<file path="src/rtl/sfd_pkg.sv">
// ----------------------------------------------------------------------------
// sfd_pkg
// shared types and constants for the sync marker frame deframer
// ----------------------------------------------------------------------------
package sfd_pkg;

    localparam int WORD_W      = 16;
    localparam int POS_W       = 20;
    localparam int STATUS_W    = 2;
    localparam int CFG_DATA_W  = 32;
    localparam int CFG_ADDR_W  = 4;
    localparam int LEN_SHIFT   = 3;   // length unit is 8 words

    localparam logic [WORD_W-1:0] HEADER_MARKER_RST  = 16'h805A;
    localparam logic [WORD_W-1:0] TRAILER_MARKER_RST = 16'h8069;

    typedef logic [STATUS_W-1:0] status_t;
    localparam status_t ST_OK          = 2'd0;
    localparam status_t ST_BAD_HEADER  = 2'd1;
    localparam status_t ST_BAD_TRAILER = 2'd2;
    localparam status_t ST_ZERO_LEN    = 2'd3;

    typedef logic [1:0] reg_idx_t;
    localparam reg_idx_t REG_HEADER_MARKER  = 2'd0;
    localparam reg_idx_t REG_TRAILER_MARKER = 2'd1;
    localparam reg_idx_t REG_RESYNC         = 2'd2;

    typedef enum logic [3:0] {
        MODE_HUNT   = 4'b0001,
        MODE_EXPECT = 4'b0010,
        MODE_FRAME  = 4'b0100,
        MODE_HALT   = 4'b1000
    } mode_t;

endpackage

</file>
<file path="src/rtl/sync_marker_frame_deframer.sv">
// ----------------------------------------------------------------------------
// sync_marker_frame_deframer
// byte-swaps a 16-bit word stream, locks on header markers and marks frames
//
// channel   dir   fields
// s_        in    tdata[15:0] raw_word
// m_        out   tdata[15:0] word, tlast last_word, tuser[0] first_word,
//                 tuser[2:1] status
// cfg       in    apb: 0x0 header_marker, 0x4 trailer_marker,
//                 0x8 resync_after_error
//
// one word per cycle; the compare and counter update sit between the input
// port and the result register, so a result appears in the cycle after its
// transfer. the result register frees up in the same cycle it is taken, so
// input is only held off while a result waits on m_tready low.
// reset (synchronous, active low) returns to hunting with default markers.
// ----------------------------------------------------------------------------
module sync_marker_frame_deframer (
    input  logic                         aclk,
    input  logic                         aresetn,
    // raw_word
    input  logic [sfd_pkg::WORD_W-1:0]   s_tdata,
    input  logic                         s_tvalid,
    output logic                         s_tready,
    // word
    output logic [sfd_pkg::WORD_W-1:0]   m_tdata,
    output logic                         m_tlast,
    // [0] first_word, [2:1] status
    output logic [2:0]                   m_tuser,
    output logic                         m_tvalid,
    input  logic                         m_tready,
    input  logic                         psel,
    input  logic                         penable,
    input  logic                         pwrite,
    input  logic [sfd_pkg::CFG_ADDR_W-1:0] paddr,
    input  logic [sfd_pkg::CFG_DATA_W-1:0] pwdata,
    output logic [sfd_pkg::CFG_DATA_W-1:0] prdata,
    output logic                         pready
);
    import sfd_pkg::*;

    logic [WORD_W-1:0] header_marker_reg;
    logic [WORD_W-1:0] trailer_marker_reg;
    logic              resync_reg;

    mode_t             mode_reg, mode_next;
    logic [POS_W-1:0]  pos_reg, pos_next;
    logic [POS_W-1:0]  fw_reg, fw_next;

    logic              out_valid_reg;
    logic [WORD_W-1:0] out_word_reg;
    logic              out_first_reg, out_last_reg;
    status_t           out_status_reg;

    logic              emit;
    logic              emit_first, emit_last;
    status_t           emit_status;
    logic              err;

    logic              in_xfer;
    logic [WORD_W-1:0] w;
    logic              hdr_match;
    logic              len_hit;
    logic [POS_W-1:0]  fw_eff;
    logic              at_end;
    reg_idx_t          cfg_idx;

    // configuration port
    assign pready  = 1'b1;
    assign cfg_idx = paddr[CFG_ADDR_W-1:2];

    always_ff @(posedge aclk) begin
        if (!aresetn) begin
            header_marker_reg  <= HEADER_MARKER_RST;
            trailer_marker_reg <= TRAILER_MARKER_RST;
            resync_reg         <= 1'b0;
        end else if (psel && penable && pwrite && pready) begin
            unique case (cfg_idx)
                REG_HEADER_MARKER:  header_marker_reg  <= pwdata[WORD_W-1:0];
                REG_TRAILER_MARKER: trailer_marker_reg <= pwdata[WORD_W-1:0];
                REG_RESYNC:         resync_reg         <= pwdata[0];
                default: ;
            endcase
        end
    end

    always_comb begin
        unique case (cfg_idx)
            REG_HEADER_MARKER:  prdata = CFG_DATA_W'(header_marker_reg);
            REG_TRAILER_MARKER: prdata = CFG_DATA_W'(trailer_marker_reg);
            REG_RESYNC:         prdata = CFG_DATA_W'(resync_reg);
            default:            prdata = '0;
        endcase
    end

    // stream side
    assign s_tready  = !out_valid_reg || m_tready;
    assign in_xfer   = s_tvalid && s_tready;
    assign w         = {s_tdata[7:0], s_tdata[15:8]};
    assign hdr_match = (w == header_marker_reg);
    assign len_hit   = (pos_reg == POS_W'(2));
    // frame length becomes known on word 2 and counts in the same compare
    assign fw_eff    = len_hit ? (POS_W'(w) << LEN_SHIFT) : fw_reg;
    assign at_end    = (fw_eff != '0) &&
                       (({1'b0, pos_reg} + (POS_W+1)'(1)) >= {1'b0, fw_eff});

    always_comb begin
        emit        = 1'b0;
        emit_first  = 1'b0;
        emit_last   = 1'b0;
        emit_status = ST_OK;
        err         = 1'b0;
        mode_next   = mode_reg;
        pos_next    = pos_reg;
        fw_next     = fw_reg;
        unique case (mode_reg)
            MODE_HUNT: begin
                if (hdr_match) begin
                    emit       = 1'b1;
                    emit_first = 1'b1;
                    mode_next  = MODE_FRAME;
                    pos_next   = POS_W'(1);
                    fw_next    = '0;
                end
            end
            MODE_EXPECT: begin
                emit = 1'b1;
                if (hdr_match) begin
                    emit_first = 1'b1;
                    mode_next  = MODE_FRAME;
                    pos_next   = POS_W'(1);
                    fw_next    = '0;
                end else begin
                    emit_last   = 1'b1;
                    emit_status = ST_BAD_HEADER;
                    err         = 1'b1;
                end
            end
            MODE_FRAME: begin
                emit = 1'b1;
                priority if (len_hit && (w == '0)) begin
                    emit_last   = 1'b1;
                    emit_status = ST_ZERO_LEN;
                    err         = 1'b1;
                end else if (at_end) begin
                    emit_last = 1'b1;
                    if (w != trailer_marker_reg) begin
                        emit_status = ST_BAD_TRAILER;
                        err         = 1'b1;
                    end else begin
                        mode_next = MODE_EXPECT;
                        pos_next  = '0;
                        fw_next   = '0;
                    end
                end else begin
                    pos_next = pos_reg + POS_W'(1);
                    fw_next  = fw_eff;
                end
            end
            MODE_HALT: ;
            default: begin
                mode_next = MODE_HUNT;
            end
        endcase
        if (err) begin
            mode_next = resync_reg ? MODE_HUNT : MODE_HALT;
            pos_next  = '0;
            fw_next   = '0;
        end
    end

    always_ff @(posedge aclk) begin
        if (!aresetn) begin
            mode_reg <= MODE_HUNT;
            pos_reg  <= '0;
            fw_reg   <= '0;
        end else if (in_xfer) begin
            mode_reg <= mode_next;
            pos_reg  <= pos_next;
            fw_reg   <= fw_next;
        end
    end

    // result register
    always_ff @(posedge aclk) begin
        if (!aresetn) begin
            out_valid_reg <= 1'b0;
        end else if (s_tready) begin
            out_valid_reg <= in_xfer && emit;
        end
    end

    always_ff @(posedge aclk) begin
        if (in_xfer && emit) begin
            out_word_reg   <= w;
            out_first_reg  <= emit_first;
            out_last_reg   <= emit_last;
            out_status_reg <= emit_status;
        end
    end

    assign m_tvalid = out_valid_reg;
    assign m_tdata  = out_word_reg;
    assign m_tlast  = out_last_reg;
    assign m_tuser  = {out_status_reg, out_first_reg};

endmodule

</file>
<file path="config.mk">
export PLATFORM = sky130hd
export DESIGN_NAME = sync_marker_frame_deframer
export DESIGN_NICKNAME = d
export VERILOG_FILES = /design/src/rtl/sfd_pkg.sv /design/src/rtl/sync_marker_frame_deframer.sv
export SDC_FILE = /design/constraint.sdc
export NUM_CORES = 1
export LEC_CHECK = 0
export ABC_AREA = 0
export BUFFER_PORTS_ARGS = -buffer_cell sky130_fd_sc_hd__clkbuf_2
export CAP_MARGIN = 0
export CELL_PAD_IN_SITES_DETAIL_PLACEMENT = 1
export CELL_PAD_IN_SITES_GLOBAL_PLACEMENT = 2
export CORE_MARGIN = 1.5
export CORE_UTILIZATION = 33
export CTS_CLUSTER_SIZE = 25
export DETAILED_ROUTE_END_ITERATION = 16
export GPL_TIMING_DRIVEN = 0
export MAX_ROUTING_LAYER = met4
export PLACE_DENSITY_LB_ADDON = 0.12
export SYNTH_ARGS = -nofsm -noshare
export SYNTH_HDL_FRONTEND = slang
export SYNTH_SLANG_ARGS = --single-unit
</file>
<file path="constraint.sdc">
create_clock -name aclk -period 5 [get_ports aclk]
set_input_delay 0.5 -clock aclk [delete_from_list [all_inputs] [get_ports aclk]]
set_output_delay 0.5 -clock aclk [all_outputs]
set_load 0.01 [all_outputs]
</file>
* Yosys cells after proc, flatten, opt, wreduce, memory -nomap -nowiden *
Cells that the tools add are included.

word-level totals
  bits in registers = 98
  input port bits = 59
  logic and storage cells = 83

cells by class
  $add $sub $neg = 2
  magnitude comparators = 1
  equality and inequality tests = 15
  mux-type cells = 35
  reduce and logical (&&, ||, !) cells = 19

operator list
  operator               count
  $mux 20                10
  $pmux 20 s2            2
  $pmux 16 s3            1
  $mux 4                 6
  $add 20x1->21 const B  1
  $ge 21x20->1           1
  $add 20x1->20 const B  1
  $eq 20x2->1 const B    1
  $reduce_bool 20->1     1
  $eq 16x16->1           1
  $logic_not 16->1       1
  $ne 16x16->1           1
  $pmux 4 s3             1
  $ne 3x3->1 const B     3
  $mux 1                 8
  $logic_and 1x1->1      6
  $mux 2                 3
  $pmux 1 s2             3
  $reduce_and 2->1       3
  $reduce_and 6->1       1
  $reduce_and 5->1       1
  $eq 4x1->1 const B     1
  $eq 4x2->1 const B     1
  $eq 4x3->1 const B     1
  12 further kinds       13

* Longest topological paths before layout *
Gate-level depths: netlist of the first run.

  depth in word-level cells = 9
  gate-level depth with buffers = 18
  mapped depth without buffers = 16

* Worst setup path before layout of the first run *
No wires, ideal clock.

  kind = reg2reg
  start = register pos_reg[0]
  end = register fw_reg[0]
  setup time = 60 ps
  arrival time = 3712 ps
  setup slack = 1228 ps
  stages on the path, launching flop included = 19
  path buffers = 3
  cell sequence = dfxtp_1 > inv_1 > ha_1 > nor4b_1 > nand3_1 > nor2_1 > buf_4 > buf_2 > mux2i_1 > ha_1 > nand4_1 > nor3_1 > a2111oi_0 > o31ai_1 > o211a_2 > or3_1 > clkbuf_1 > o21ai_1 > and3_1

on the way
  cells in the longest elaborated chain, start to end = 9
  elaborated cells on any way between the ends = 19
  those cells by class = add/sub (1); order compare (1); eq/ne (4); mux (8); reduce/logical (5)

ends and longest elaborated chain
  item                                                                   line                               RTL
  from (decl)                                                            sync_marker_frame_deframer.sv:47   logic [POS_W-1:0] pos_reg, pos_next;
  from (signal assigned)                                                 sync_marker_frame_deframer.sv:179  pos_reg <= pos_next;
  parallel branches: the longest is 9 deep, another holds $add 20x1->21  -
  to (signal assigned)                                                   sync_marker_frame_deframer.sv:180  fw_reg <= fw_next;
  to (decl)                                                              sync_marker_frame_deframer.sv:48   logic [POS_W-1:0] fw_reg, fw_next;

Parallel ways; which one is timed is not known. The select of a mux whose other input is x is not followed.
A chain may end at the register's enable or synchronous reset.

* Worst setup path in the final report of the first run *
  start = register pos_reg[4]
  end = register pos_reg[9]

on the way
  cells in the longest elaborated chain, start to end = 9
  elaborated cells on any way between the ends = 20
  those cells by class = add/sub (2); order compare (1); eq/ne (4); mux (8); reduce/logical (5)

ends and longest elaborated chain
  item
  parallel branches: the longest is 9 deep, another holds $add 20x1->21

Parallel ways; which one is timed is not known. The select of a mux whose other input is x is not followed.

==> results_dict.tcl, run 1 <==
set metrics [dict create \
    grt_pass1_vias 4938 \
    setup_viol 0 \
    post_route_cells_drive_above_1_share_pct 17.1 \
    fmax_ghz 0.220 \
    critPathMaxFanout 19 \
    postCtsHoldBufs 0 \
    cts_resized 0 \
    syn_inst 640 \
    regToRegSetupSlack_ns 0.45 \
    r2r-start "pos_reg[4]" \
    crit_path_end_kind "flip-flop" \
    start_util_pct 34.1 \
    yosysSeqAreaShare_pct 39.5 \
    arrival_ns 4.85 \
    via_count 5005 \
    p_leak_nw 2.65 \
    core_area_mm2 0.0161 \
    min_period_ns 4.55 \
    grt_pass1_wl_um 28700 \
    grt_max_degree 24 \
    post_cts_buffers 0 \
    p_switching_w 0.000452 \
    wl_per_cell_um 19.5 \
    synth_most_common_cell "nand2_1" \
    cts_buffers 9 \
    cts_root_buf "clkbuf_16" \
    antenna_left 0 \
    critPathMaxStageDelay_ns 0.51 \
    path_cells "clkbuf_1 -> nor4_1 -> nand2_1 -> nor2_2 -> buf_6 -> mux2i_1 -> ha_1 -> a21oi_1 -> nor2b_1 -> a2111oi_0 -> o31ai_1 -> o211a_2 -> nor4_4 -> buf_2 -> a22oi_1 -> nor2_1" \
    drc 0 \
    grt_setup_unrepaired "no" \
    io_pins 114 \
    post-route-period-util_pct 90.9 \
    p_clk_share_pct 46.5 \
    power_frac_comb_pct 8.8 \
    grt_usage_pct 22.4 \
    finalWirelength_um 18800 \
    hpwl_um 14200 \
    grt_remaining_overflow 0 \
    ir_worst_vdd_mv 0.163 \
    netSwitchingFraction_pct 24.7 \
    tightest_slew_ns 1.16 \
    synth_ff_type "dfxtp_1" \
    r2r_cells 16 \
    ys_ff_latch 98 \
    clkLatencyLatePin_ns 0.37 \
    gp_congestion 0.828 \
    worstHoldEndpoint "trailer_marker_reg[6]" \
    cap_violations 0 \
    die_h_um 132 \
    drtIter0Drc 311 \
    clock-sinks 98 \
    die_x_um 132 \
    antenna_found_initial 0 \
    clk_pin_slew_ns 0.07 \
    placed_area_mm2 0.00619 \
    area_delta_synth_final_pct 19.8 \
    syn_avg_cell_area_um2 8.55 \
    start_kind "flip-flop" \
    rr_endpoint "pos_reg[9]" \
    min-delay-start "pwdata[6]" \
    cts_buffer_depth 2 \
    via_per_inst 5.20 \
    cp_slowest_cell "nor4_1" \
    cts_tree "yes" \
    crit_family "simple AND/OR/NAND/NOR gates" \
    finalHoldViolCount 0 \
    power_w 0.00183 \
    place_ws_ns -0.111 \
    setup_slack_ns 0.453 \
    n_antenna_cell 0 \
    synth_edf_count 20 \
    required_ns 5.30 \
    yosysWarnings 0 \
    cellPowerDensity_mw_per_mm2 279 \
    status "finished clean" \
    layout.nets 823 \
    synthTopCellsByArea "dfxtp_1, edfxtp_1, nand2_1" \
    crit_type "flip-flop to flip-flop" \
    async_flop_share_pct 0 \
    synth_top_area_cell "dfxtp_1" \
    slew_headroom_pct 22.3 \
    yosys-top-cells-count "nand2_1, dfxtp_1, a21oi_1, nor2_1, xor2_1" \
    seqPwrFrac_pct 44.7 \
    worst_hold_path_type "primary input to flip-flop" \
    die_area_mm2 0.0174 \
    intPower_w 0.00138 \
    synth.distinct_cells 52 \
    netlist.area_leader.share_pct 28.5 \
    drv_slew 0 \
    netlist_area_mm2 0.00547 \
    rows 46 \
    port_buffers 78 \
    hold_depth 3 \
    cp_num_buf_inv 3 \
    drt_first_pass_iters 4 \
    cts-htree-levels 3 \
    stdcell_area_mm2 0.00656 \
    fin_skew_ns 0.00843 \
]
-- layer usage --
layer	GRT usage, %	vias up	share of wire, %
li1	-	2412	-
met5	-	-	0
met1	31.0	2458	49
met3	3.31	19	3.8
met4	6.17	0	1.6
met2	34.1	116	45
-- power groups by stage --
stage	Clock, W	Sequential (W)	Combinational (W)
3_5_place_dp	0	0.000837	0.000161
6_report	0.000852	0.000818	0.000162
5_1_grt	0.000894	0.000819	0.000174
3_3_place_gp	0	0.000836	0.000159
4_1_cts	0.000868	0.000818	0.000161
2_1_floorplan	0	0.000835	0.0000922
-- final cells by class --
cell class	count	area, um^2
plain buffers	52	284
clock buffers	10	239
clock inverters	6	119
fillers	1925	9500
inverters	8	30.0
multi-input cells	495	3060
flip-flops and latches	98	2160
well taps	216	270
repair buffers	78	390
-- worst max path at each step --
stage / startpoint / to / slack (ns) / depth (start not counted)
2_1_floorplan: pos_reg[0] / fw_reg[0] / 1.23 / 18
3_3_place_gp: pos_reg[0] / fw_reg[0] / -0.01 / 18
3_5_place_dp: pos_reg[0] / fw_reg[2] / -0.11 / 18
4_1_cts: pos_reg[0] / fw_reg[0] / 0.11 / 16
5_1_grt: pos_reg[4] / fw_reg[7] / 0.04 / 16
6_report: pos_reg[4] / pos_reg[9] / 0.45 / 16
-- cells in the final DEF, fill, tap and decap left out, types with 22 or more instances in the layout --
cell type / netlist / final
nand2_1: 110 / 110
a21oi_1: 53 / 53
dfxtp_1: 78 / 78
mux2i_1: 34 / 34
xor2_1: 35 / 35
nand3_1: 25 / 25
nor2_1: 46 / 44
ha_1: 22 / 22
clkbuf_2: 0 / 78
clkbuf_1: 29 / 28
-- per-stage QoR --
stage,cells,util [%],setup TNS (ns),hold slack [ns]
floorplan,655,-,0,0.444
global placement,949,38.5,-0.0582,0.454
detailed placement,949,38.5,-0.480,0.467
CTS,963,40.7,0,0.351
global route,963,40.8,0,0.354
finish,963,40.8,0,0.356
-- worst reg2reg max path, cell delays in order (launching register included) --
cell	delay, ns
dfxtp_1	0.30
clkbuf_1	0.19
nor4_1	0.51
nand2_1	0.21
nor2_2	0.24
buf_6	0.27
mux2i_1	0.36
ha_1	0.32
a21oi_1	0.17
nor2b_1	0.06
a2111oi_0	0.46
o31ai_1	0.15
o211a_2	0.37
nor4_4	0.35
buf_2	0.32
a22oi_1	0.11
nor2_1	0.11
-- kinds of logic after synthesis --
| group | count (synthesis) | synth area share (%) |
|---|---|---|
| other | 2 | 0.137 |
| buffers and inverters | 62 | 5.83 |
| DFF | 98 | 39.5 |
| xor gates and xnor gates | 51 | 8.16 |
| muxes | 34 | 6.22 |
| adders and majority gates | 22 | 5.03 |
| and+or+nand+nor | 268 | 23.6 |
| AOI/OAI and AO/OA | 103 | 11.5 |
Power figures use the tool's default switching activity.
==> inputs of run 2 (changes only) <==
--- a/config.mk
+++ b/config.mk
@@ -11,7 +11,8 @@
 export CELL_PAD_IN_SITES_DETAIL_PLACEMENT = 1
 export CELL_PAD_IN_SITES_GLOBAL_PLACEMENT = 2
 export CORE_MARGIN = 1.5
-export CORE_UTILIZATION = 33
+export CORE_UTILIZATION = 34
+export CTS_BUF_LIST = sky130_fd_sc_hd__clkbuf_8
 export CTS_CLUSTER_SIZE = 25
 export DETAILED_ROUTE_END_ITERATION = 16
 export GPL_TIMING_DRIVEN = 0
==> run 2 against run 1 <==
Against the previous run:
- sequential share of layout area up 0.85 points
- critical path depth up 2
- sequential power about the same
- die area down 2.9%
- utilization down 0.44 points
- final area down 2.5%
- first-iteration DRC count down 15%
- largest cell class unchanged
- highest routed layer unchanged
==> results_dict.tcl, run 2 (synthesis results as in run 1) <==
set metrics [dict create \
    status "finished clean" \
    hpwl_um 14300 \
    cts_buffer_depth 2 \
    die_h_um 130 \
    regArea_mm2 0.00216 \
    r2r-start "pos_reg[0]" \
    cap_violations 0 \
    cts-htree-levels 3 \
    rows 46 \
    antenna_left 0 \
    area_delta_synth_final_pct 16.9 \
    cts_root_buf "clkbuf_8" \
    post_route_cells_drive_above_1_share_pct 17.1 \
    via_per_inst 5.18 \
    placed_area_mm2 0.00619 \
    wl_per_cell_um 19.5 \
    drtIter0Drc 264 \
    drt_first_pass_iters 4 \
    gp_congestion 0.836 \
    crit_type "flip-flop to flip-flop" \
    multiInputGateArea_mm2 0.00306 \
    start_util_pct 34.6 \
    clk_pin_slew_ns 0.10 \
    crit_path_end_kind "flip-flop" \
    clkLatencyLatePin_ns 0.39 \
    start_kind "flip-flop" \
    layout.nets 824 \
    layout_common_cells "nand2_1, dfxtp_1, clkbuf_2, a21oi_1, nor2_1" \
    fmax_ghz 0.216 \
    die_x_um 130 \
    grt_pass1_vias 5031 \
    worst_hold_path_type "primary input to flip-flop" \
    fin_skew_ns 0.00957 \
    startpoint "pos_reg[0]" \
    layout_commonest_cell "nand2_1" \
    port_buffers 78 \
    core_area_mm2 0.0158 \
    postCtsHoldBufs 0 \
    p_leak_nw 2.59 \
    cts_tree "yes" \
    post-route-period-util_pct 92.7 \
    drv_slew 0 \
    cts_buffers 9 \
    min_period_ns 4.63 \
    antenna_found_initial 0 \
    critPathMaxFanout 19 \
    cellPowerDensity_mw_per_mm2 239 \
    grt_pass1_wl_um 28600 \
    io_pins 114 \
    drc 0 \
    ir_worst_vdd_mv 0.139 \
    grt_max_degree 24 \
    n_antenna_cell 0 \
    stdcell_area_mm2 0.00639 \
    fill_cells 1928 \
    clock-sinks 98 \
    tightest_slew_ns 1.11 \
    grt_remaining_overflow 0 \
    arrival_ns 4.95 \
    required_ns 5.32 \
    finalWirelength_um 18800 \
    min-delay-start "pwdata[2]" \
    grt_usage_pct 23.6 \
    setup_viol 0 \
    finalHoldViolCount 0 \
    final_util_pct 40.4 \
    grt_setup_unrepaired "no" \
    die_area_mm2 0.0169 \
    slew_headroom_pct 26.1 \
    via_count 4995 \
]
## run 2: cell count changes in the layout (fill, tap and decap cells not counted), moves of 2 or more
cell / previous run / this run
nor2_1: 44 / 46
clkbuf_8: 1 / 9
clkinv_2: 0 / 4
buf_4: 19 / 21
bufinv_16: 3 / 1
nor2_2: 2 / 0
clkbuf_16: 9 / 0
## run 2: final timing paths
kind	cells after the start	slack [ns]	to
worst min-delay path	3	0.33	header_marker_reg[2]
worst min register to register	2	0.48	fw_reg[5]
worst max-delay path	18	0.37	fw_reg[7]
worst max register to register	18	0.37	fw_reg[7]
## run 2: layout make-up
cell class / count / area share (%)
Multi-Input combinational cell: 495 / 47.9
Sequential cell: 98 / 33.8
Timing Repair Buffer: 79 / 6.22
Buffer: 52 / 4.38
Tap cell: 216 / 4.23
Clock buffer: 9 / 1.94
Clock inverter: 7 / 1.06
Inverter: 8 / 0.470
## run 2: metrics by stage
stage | TNS [ns] | hold WS [ns] | setup WS, ns | std cells | total power (W)
6_report | 0 | 0.334 | 0.367 | 964 | 0.00153
5_1_grt | 0 | 0.344 | 0.0303 | 964 | 0.00158
4_1_cts | 0 | 0.324 | 0.0386 | 964 | 0.00154
3_5_place_dp | -0.457 | 0.469 | -0.110 | 949 | 0.000998
3_3_place_gp | -0.364 | 0.456 | -0.0913 | 949 | 0.000995
2_1_floorplan | 0 | 0.444 | 1.23 | 655 | 0.000928
## run 2: what timing repair did
| action | CTS | global route |
|---|---|---|
| buffers inserted | 0 | 1 |
| gates resized for setup | 2 | 1 |
| pin swaps | 0 | 1 |
| setup endpoints to repair | 6 | 43 |
| gates cloned | 0 | 0 |
## run 2: power by group
group	internal, W	switching [W]
clock	0.000231	0.000314
combinational	0.0000578	0.000106
sequential	0.000813	0.00000492
## run 2: metal layers
| layer | routed length (um) | GRT usage [%] |
|---|---|---|
| met4 | 335 | 6.73 |
| met5 | 0 | - |
| met2 | 8450 | 36.5 |
| met3 | 629 | 3.24 |
| met1 | 9340 | 32.4 |
## run 2: critical path, stage by stage, from the launching register on
cell       delay (ns)
dfxtp_1          0.39
inv_1            0.14
ha_1             0.21
nor4b_2          0.25
nand3_1          0.18
nor2_1           0.27
buf_4            0.36
mux2i_1          0.34
ha_1             0.29
nand4_1          0.14
nor3_1           0.10
a2111oi_0        0.40
o31ai_1          0.13
o211a_2          0.36
nor4_4           0.27
buf_4            0.19
buf_2            0.26
nand2b_1         0.10
a21oi_1          0.14
==> inputs of run 3 (changes only) <==
--- a/config.mk
+++ b/config.mk
@@ -17,7 +17,8 @@
 export DETAILED_ROUTE_END_ITERATION = 16
 export GPL_TIMING_DRIVEN = 0
 export MAX_ROUTING_LAYER = met4
-export PLACE_DENSITY_LB_ADDON = 0.12
+export PLACE_DENSITY = 0.92
+export REMOVE_ABC_BUFFERS = 1
 export SYNTH_ARGS = -nofsm -noshare
 export SYNTH_HDL_FRONTEND = slang
 export SYNTH_SLANG_ARGS = --single-unit
==> run 3 against run 2 <==
Against the previous run:
- clock-buffer cell count unchanged
- cell count fell by 5.1%
- first-iteration DRC count is 19% higher
- critical path depth fell by 2
- routed wire length decreased by 13%
- combinational power is 19% lower
- non-clock buffer count decreased by 49
- global-route usage decreased by 2.7 points
- setup slack worse by 0.0036 ns
- via count decreased by 3.9%
- fmax is essentially flat
- final area decreased by 3.6%
- critical path type unchanged
- largest cell class unchanged
- highest routed layer unchanged
==> results_dict.tcl, run 3 (synthesis results as in run 1) <==
set metrics [dict create \
    cp_slowest_cell "or3_1" \
    drt_first_pass_iters 4 \
    cellPowerDensity_mw_per_mm2 244 \
    p_leak_nw 2.44 \
    post-route-period-util_pct 92.7 \
    antenna_left 0 \
    drv_slew 0 \
    setup_viol 0 \
    post_route_cells_drive_above_1_share_pct 15.2 \
    rows 46 \
    worst_hold_path_type "primary input to flip-flop" \
    start_kind "flip-flop" \
    layout_commonest_cell "nand2_1" \
    io_pins 114 \
    status "finished clean" \
    critPathMaxFanout 14 \
    crit_path_frequent_cell "ha_1" \
    tightest_slew_ns 1.18 \
    fin_skew_ns 0.0184 \
    regToRegSetupSlack_ns 0.36 \
    core_area_mm2 0.0158 \
    start_util_pct 34.6 \
    cap_violations 0 \
    crit_path_end_kind "flip-flop" \
    cts_tree "yes" \
    power_w 0.00150 \
    r2r-start "pos_reg[0]" \
    grt_pass1_wl_um 26400 \
    final_util_pct 38.9 \
    drtIter0Drc 315 \
    die_area_mm2 0.0169 \
    clkLatencyLatePin_ns 0.40 \
    required_ns 5.35 \
    hold_depth 3 \
    whs_ns 0.322 \
    hpwl_um 11800 \
    wl_per_cell_um 17.8 \
    min_period_ns 4.64 \
    port_buffers 78 \
    die_h_um 130 \
    slew_headroom_pct 21.2 \
    via_per_inst 5.25 \
    placed_area_mm2 0.00595 \
    drc 0 \
    grt_max_degree 63 \
    finalWirelength_um 16300 \
    grt_remaining_overflow 0 \
    finalHoldViolCount 0 \
    critPathMaxStageDelay_ns 0.50 \
    grt_setup_unrepaired "no" \
    stdcell_area_mm2 0.00616 \
    path_cells "inv_1 -> ha_1 -> nor4b_1 -> nand3_1 -> nor2_4 -> buf_8 -> mux2i_1 -> ha_1 -> nand4_1 -> nor2_1 -> a2111oi_0 -> o31ai_1 -> o211a_2 -> or3_1 -> o21ai_1 -> and3_1" \
    ir_worst_vdd_mv 0.140 \
    n_antenna_cell 0 \
    area_delta_synth_final_pct 12.6 \
    cts_root_buf "clkbuf_8" \
    cts-htree-levels 3 \
    min-delay-start "pwdata[9]" \
    gp_congestion 0.872 \
    fmax_ghz 0.216 \
    layout_common_cells "nand2_1, dfxtp_1, clkbuf_2, a21oi_1, nor2_1" \
    arrival_ns 4.98 \
    cts_buffers 9 \
    die_x_um 130 \
    rr_endpoint "fw_reg[19]" \
    r2r_cells 16 \
    clk_pin_slew_ns 0.11 \
    crit_type "flip-flop to flip-flop" \
    cts_buffer_depth 2 \
    via_count 4800 \
    clock-sinks 98 \
    layout.nets 775 \
    grt_usage_pct 20.9 \
    antenna_found_initial 0 \
    grt_pass1_vias 5009 \
    worstHoldEndpoint "header_marker_reg[9]" \
]
-- run 3: cell types whose count changed in the layout (fill, tap and decap cells not counted), sizes merged --
cell    previous run  this run
buf               25         4
clkbuf           115        87
clkinv             5         4
inv                9        10
-- run 3: metrics by stage --
| step | TNS (ns) | std cells | setup slack (ns) |
|---|---|---|---|
| 5_1_grt | 0 | 915 | 0.0837 |
| 3_3_place_gp | -46.79 | 895 | -1.32 |
| 4_1_cts | 0 | 915 | 0.239 |
| 3_5_place_dp | -0.928 | 898 | -0.107 |
| 6_report | 0 | 915 | 0.364 |
| 2_1_floorplan | 0 | 601 | 0.224 |
-- run 3: cell type report --
class | count | area, um^2
fill | 1919 | 9670
tap | 216 | 270
multi-input combinational | 495 | 3060
clock buffer | 9 | 124
inverter | 8 | 30.0
timing repair buffer | 82 | 439
clock inverter | 7 | 77.6
sequential | 98 | 2160
-- run 3: worst max path at each step --
| stage | from | end | slack (ns) | cells after the start |
|---|---|---|---|---|
| after floorplan | pos_reg[0] | pos_reg[2] | 0.22 | 15 |
| after CTS | pos_reg[0] | fw_reg[19] | 0.24 | 16 |
| after global placement | pos_reg[0] | pos_reg[2] | -1.32 | 15 |
| after global routing | pos_reg[0] | fw_reg[19] | 0.08 | 16 |
| after detailed placement | pos_reg[0] | pos_reg[4] | -0.11 | 17 |
| final | pos_reg[0] | fw_reg[19] | 0.36 | 16 |
-- run 3: power breakdown --
part / switching (W) / internal [W]
sequential: 0.0000131 / 0.000813
clock: 0.000307 / 0.000236
combinational: 0.0000876 / 0.0000456
-- run 3: routing by layer --
| layer | wire (um) | part of all wire (%) | track usage, % |
|---|---|---|---|
| met4 | 217 | 1.3 | 4.64 |
| met3 | 676 | 4.2 | 3.90 |
| met2 | 7970 | 49 | 34.2 |
| met1 | 7410 | 46 | 27.0 |
| met5 | 0 | 0 | - |
-- run 3: what timing repair did --
| item | 4_1_cts | 5_1_grt |
|---|---|---|
| gates resized for setup | 0 | 1 |
| hold buffers | 0 | 0 |
| buffers inserted | 1 | 0 |
| pin swaps | 1 | 0 |
| endpoints found under the setup margin | 16 | 5 |
-- run 3: critical path: cells and delay by family (launching register included) --
kind | cells | cell delay, ns
muxes | 1 | 0.29
DFF | 1 | 0.37
and+or+nand+nor | 7 | 1.78
AOI/OAI and AO/OA | 4 | 1.32
buffers and inverters | 2 | 0.35
adders and majority gates | 2 | 0.50
